## config.mk

```make
export PLATFORM = sky130hd
export DESIGN_NAME = fbm_ram
export DESIGN_NICKNAME = d
export VERILOG_FILES = /design/src/hw/rtl/fbm_ram.sv
export SDC_FILE = /design/constraint.sdc
export NUM_CORES = 2
export LEC_CHECK = 0
export ABC_AREA = 0
export BUFFER_PORTS_ARGS = -buffer_cell sky130_fd_sc_hd__buf_2
export CORE_MARGIN = 3
export CORE_UTILIZATION = 36
export CTS_CLUSTER_SIZE = 25
export DETAILED_ROUTE_END_ITERATION = 6
export PLACE_DENSITY = 0.56
export SETUP_SLACK_MARGIN = 0.05
export SYNTH_ARGS = -nofsm -noshare
export SYNTH_HDL_FRONTEND = slang
export SYNTH_SLANG_ARGS = --single-unit
```

## constraint.sdc

```tcl
create_clock -name clk -period 2.63 [get_ports clk]
set_clock_uncertainty 0.15 [all_clocks]
set_input_delay 0.526 -clock clk [delete_from_list [all_inputs] [get_ports clk]]
set_output_delay 0.526 -clock clk [all_outputs]
set_load 0.02 [all_outputs]
```

## src/hw/rtl/fbm_ram.sv

```systemverilog
`timescale 1ns / 1ps
// ----------------------------------------------------------------------------
// fbm_ram: generic simple dual-port RAM
// One write port, one read port, read data registered.
// ----------------------------------------------------------------------------
module fbm_ram #(
  parameter int W = 16,
  parameter int D = 256
) (
  input  logic                 clk,
  input  logic                 we,
  input  logic [$clog2(D)-1:0] waddr,
  input  logic [W-1:0]         wdata,
  input  logic [$clog2(D)-1:0] raddr,
  output logic [W-1:0]         rdata
);

  logic [W-1:0] mem [D];
  logic [W-1:0] rdata_r;

  always_ff @(posedge clk) begin
    if (we) begin
      mem[waddr] <= wdata;
    end
    rdata_r <= mem[raddr];
  end

  assign rdata = rdata_r;

endmodule

```

==> results.yml <==
critical_path:
  reg2regPathDepth: 6
  r2r_slack_ns: 0.04
  crit_type: "in2reg"
  startpoint_type: "input pin"
  r2r-start: "mem[31][5]$_DFFE_PP_"
  path_max_fanout: 47
  r2r-end: "rdata[5]$_DFF_P_"
  critPathRequiredTime_ns: 3.34
  arrival_ns: 3.33
  crit_end: "rdata[5]$_DFF_P_"
  end_kind: "register"
  critPathLaunch: "raddr[1]"
worst_hold_path:
  hold_path.class: "in2reg"
logic_synthesis:
  synthFlopType: "edfxtp_1"
  ys_ff_latch: 4112
  synthCells: 7360
  syn_area_mm2: 0.159
  synth_cell_types: 52
  synth-edff-count: 4096
  synth_top_area_share_pct: 77.5
  ys_top_cells_by_area: "edfxtp_1, mux4_2, mux2i_1"
  synthArstFlopShare_pct: 0
  seq_area_frac_synth_pct: 77.7
  syn_avg_cell_area_um2: 21.6
  syn_nets: 7394
  yosys_warnings: 0
  yosysTopAreaCell: "edfxtp_1"
global_routing:
  grt_max_degree: 105
  grt_pass1_vias: 82000
  grt_overflow: 0
  antenna_found_initial: 23
  grt_pass1_wl_um: 639000
  gr-usage-all-layers_pct: 19.8
floorplanning:
  std_cell_rows: 243
  die_h_um: 670
  core_mm2: 0.438
  start_util_pct: 36.2
  pin_count: 50
  die_width_um: 670
  die_area_mm2: 0.449
cts:
  worstSkewPairLatency_ns: 0.97
  cts_root_buffer: "clkbuf_16"
  h-tree-depth: 5
  cts_buffers: 411
  clk_pin_slew_worst_paths_ns: 0.06
  cts_tree: "built"
  cts_max_path_buffers: 4
  cts.sinks: 4112
layout:
  multi_input_area_mm2: 0.0339
  fill_cells: 37100
  final_area_mm2: 0.193
  finalNetCount: 8598
  area_delta_synth_final_pct: 21.6
  final_util_pct: 44.0
  register_area_mm2: 0.123
  layout-drive-gt1-share_pct: 32.8
timing:
  relSlewSlack_pct: 23.3
  setup_viol: 0
  fmax_ghz: 0.381
  period_minus_slack_ns: 2.63
  worst_pin_slew_ns: 1.14
  drv_slew: 0
  rsz0062_at_grt: "true"
  finalCritPeriodShare_pct: 99.9
  fin_hold_ws_ns: 0.199
  hold_violations: 0
power_and_ir_drop:
  power.density_mw_per_mm2: 715
  leakage_nw: 62.0
  design_power_total_mw: 138
  ir_worst_vdd_v: 0.000590
drt:
  drtIter0Drc: 9861
  dr.pass1.iters: 7
  final_antenna_net_count: 0
  drc: 2
  detail_route.wl_per_cell_um: 30.9
  dr_total_vias: 81700
  viasPerCell: 5.52
  drt-total-wl_um: 457000
job:
  max_cap_violations: 0
placed_design:
  dpl_cell_area_mm2: 0.178
  gp_congestion: 0.887
  hpwl_um: 293000
  portBuffers: 49
status:
  status: "finished, violations left"
  violations: "DRC"
==> worst max-delay path, stage by stage <==
cell,delay (ns)
buf_16,0.13
or2_4,0.33
buf_16,0.20
buf_8,0.21
buf_4,0.17
o221ai_4,0.23
buf_4,0.15
a21oi_2,0.11
a21oi_4,0.19
nand4_1,0.52
nor4_2,0.43
==> state kept, by name, indices dropped and copies added (netlist names) <==
signal	cells
mem	4096
rdata	16
==> cells in the mapped netlist, drive strengths merged (26+ instances only) <==
cell type,number
mux4,797
nand3,35
buf,222
a21oi,175
edfxtp,4096
a22oi,43
o221ai,253
nor2,304
nand4,26
mux2,88
nand2,38
o22ai,148
o21ai,38
a22o,32
a221oi,28
mux2i,565
nor3,92
clkbuf,230
==> power breakdown <==
group          leakage [nW]  switching, mW  internal [mW]
Combinational          18.7           5.14           3.35
Clock                  6.36           24.8           32.3
Sequential             36.9          0.135           72.2
==> repair_timing <==
item	CTS	global route
pin swaps	16	23
cloned	0	7
setup buffers	5	30
hold endpoints to repair	725	0
resized for setup	80	102
hold buffers	16	0
endpoints found under the setup margin	18	16
==> how the worst min path moves through the flow <==
stage | start | endpoint | slack (ns) | cells after the start
2_1_floorplan | wdata[0] | mem[0][0]$_DFFE_PP_ | 0.47 | 0
3_3_place_gp | wdata[4] | mem[230][4]$_DFFE_PP_ | 0.68 | 1
3_5_place_dp | wdata[4] | mem[230][4]$_DFFE_PP_ | 0.67 | 1
4_1_cts | waddr[1] | mem[51][7]$_DFFE_PP_ | 0.11 | 4
5_1_grt | waddr[1] | mem[51][7]$_DFFE_PP_ | 0.17 | 4
6_report | waddr[1] | mem[51][8]$_DFFE_PP_ | 0.20 | 4
==> final cells by class <==
cell class	instances	area share, %
Clock inverter	243	1.20
Clock buffer	507	5.61
Tap cell	5880	3.81
Multi-Input combinational cell	2792	17.6
Sequential cell	4112	63.9
Inverter	4	0.0143
Antenna cell	9	0.0117
Timing Repair Buffer	1243	7.91
==> cells in the final DEF (no fill, tap or decap), types with 15 or more instances in the layout <==
cell              n
edfxtp_1       4096
mux4_2          797
buf_4           711
mux2i_1         565
clkbuf_16       423
buf_12          423
o221ai_1        234
nor2_1          185
a21oi_1         169
o22ai_1         145
clkinv_1         99
nor2_2           97
nor3_1           86
clkbuf_1         84
mux2_2           83
clkinv_2         66
a22oi_1          36
o21ai_0          36
nand2_1          34
bufinv_16        30
buf_2            28
nand4_1          26
nand3_1          26
buf_8            23
nor2_4           22
buf_6            19
a211oi_1         18
o221ai_2         17
clkinvlp_4       16
dlygate4sd3_1    16
buf_16           16
a221oi_1         15
==> cell families (layout without fill, tap and decap cells) <==
kind of cell / Yosys count / count (layout) / share of synthesized area, %
multiplexers: 1450 / 1450 / 15.5
AO/OA/AOI/OAI: 786 / 786 / 3.54
buffers and inverters: 456 / 1997 / 1.69
other: 0 / 9 / 0
AND/OR/NAND/NOR: 556 / 556 / 1.57
flip-flops: 4112 / 4112 / 77.7
==> layer usage <==
layer | GRT usage (%) | up-vias | part of all wire (%)
met5 | 0 | - | 0.0028
met4 | 6.27 | 2 | 3.5
met3 | 3.36 | 608 | 7.3
met2 | 31.9 | 3217 | 48
met1 | 27.5 | 44100 | 41
li1 | - | 33800 | -
==> metrics by stage <==
step | TNS [ns] | setup WS, ns | instances
3_3_place_gp | -23.98 | -1.46 | 14000
5_1_grt | 0 | 0.00208 | 14800
3_5_place_dp | -23.36 | -1.44 | 14000
6_report | 0 | 0.00384 | 14800
2_1_floorplan | -318.42 | -0.185 | 7360
4_1_cts | -0.0141 | -0.0141 | 14700
Power figures use the tool's default switching activity.
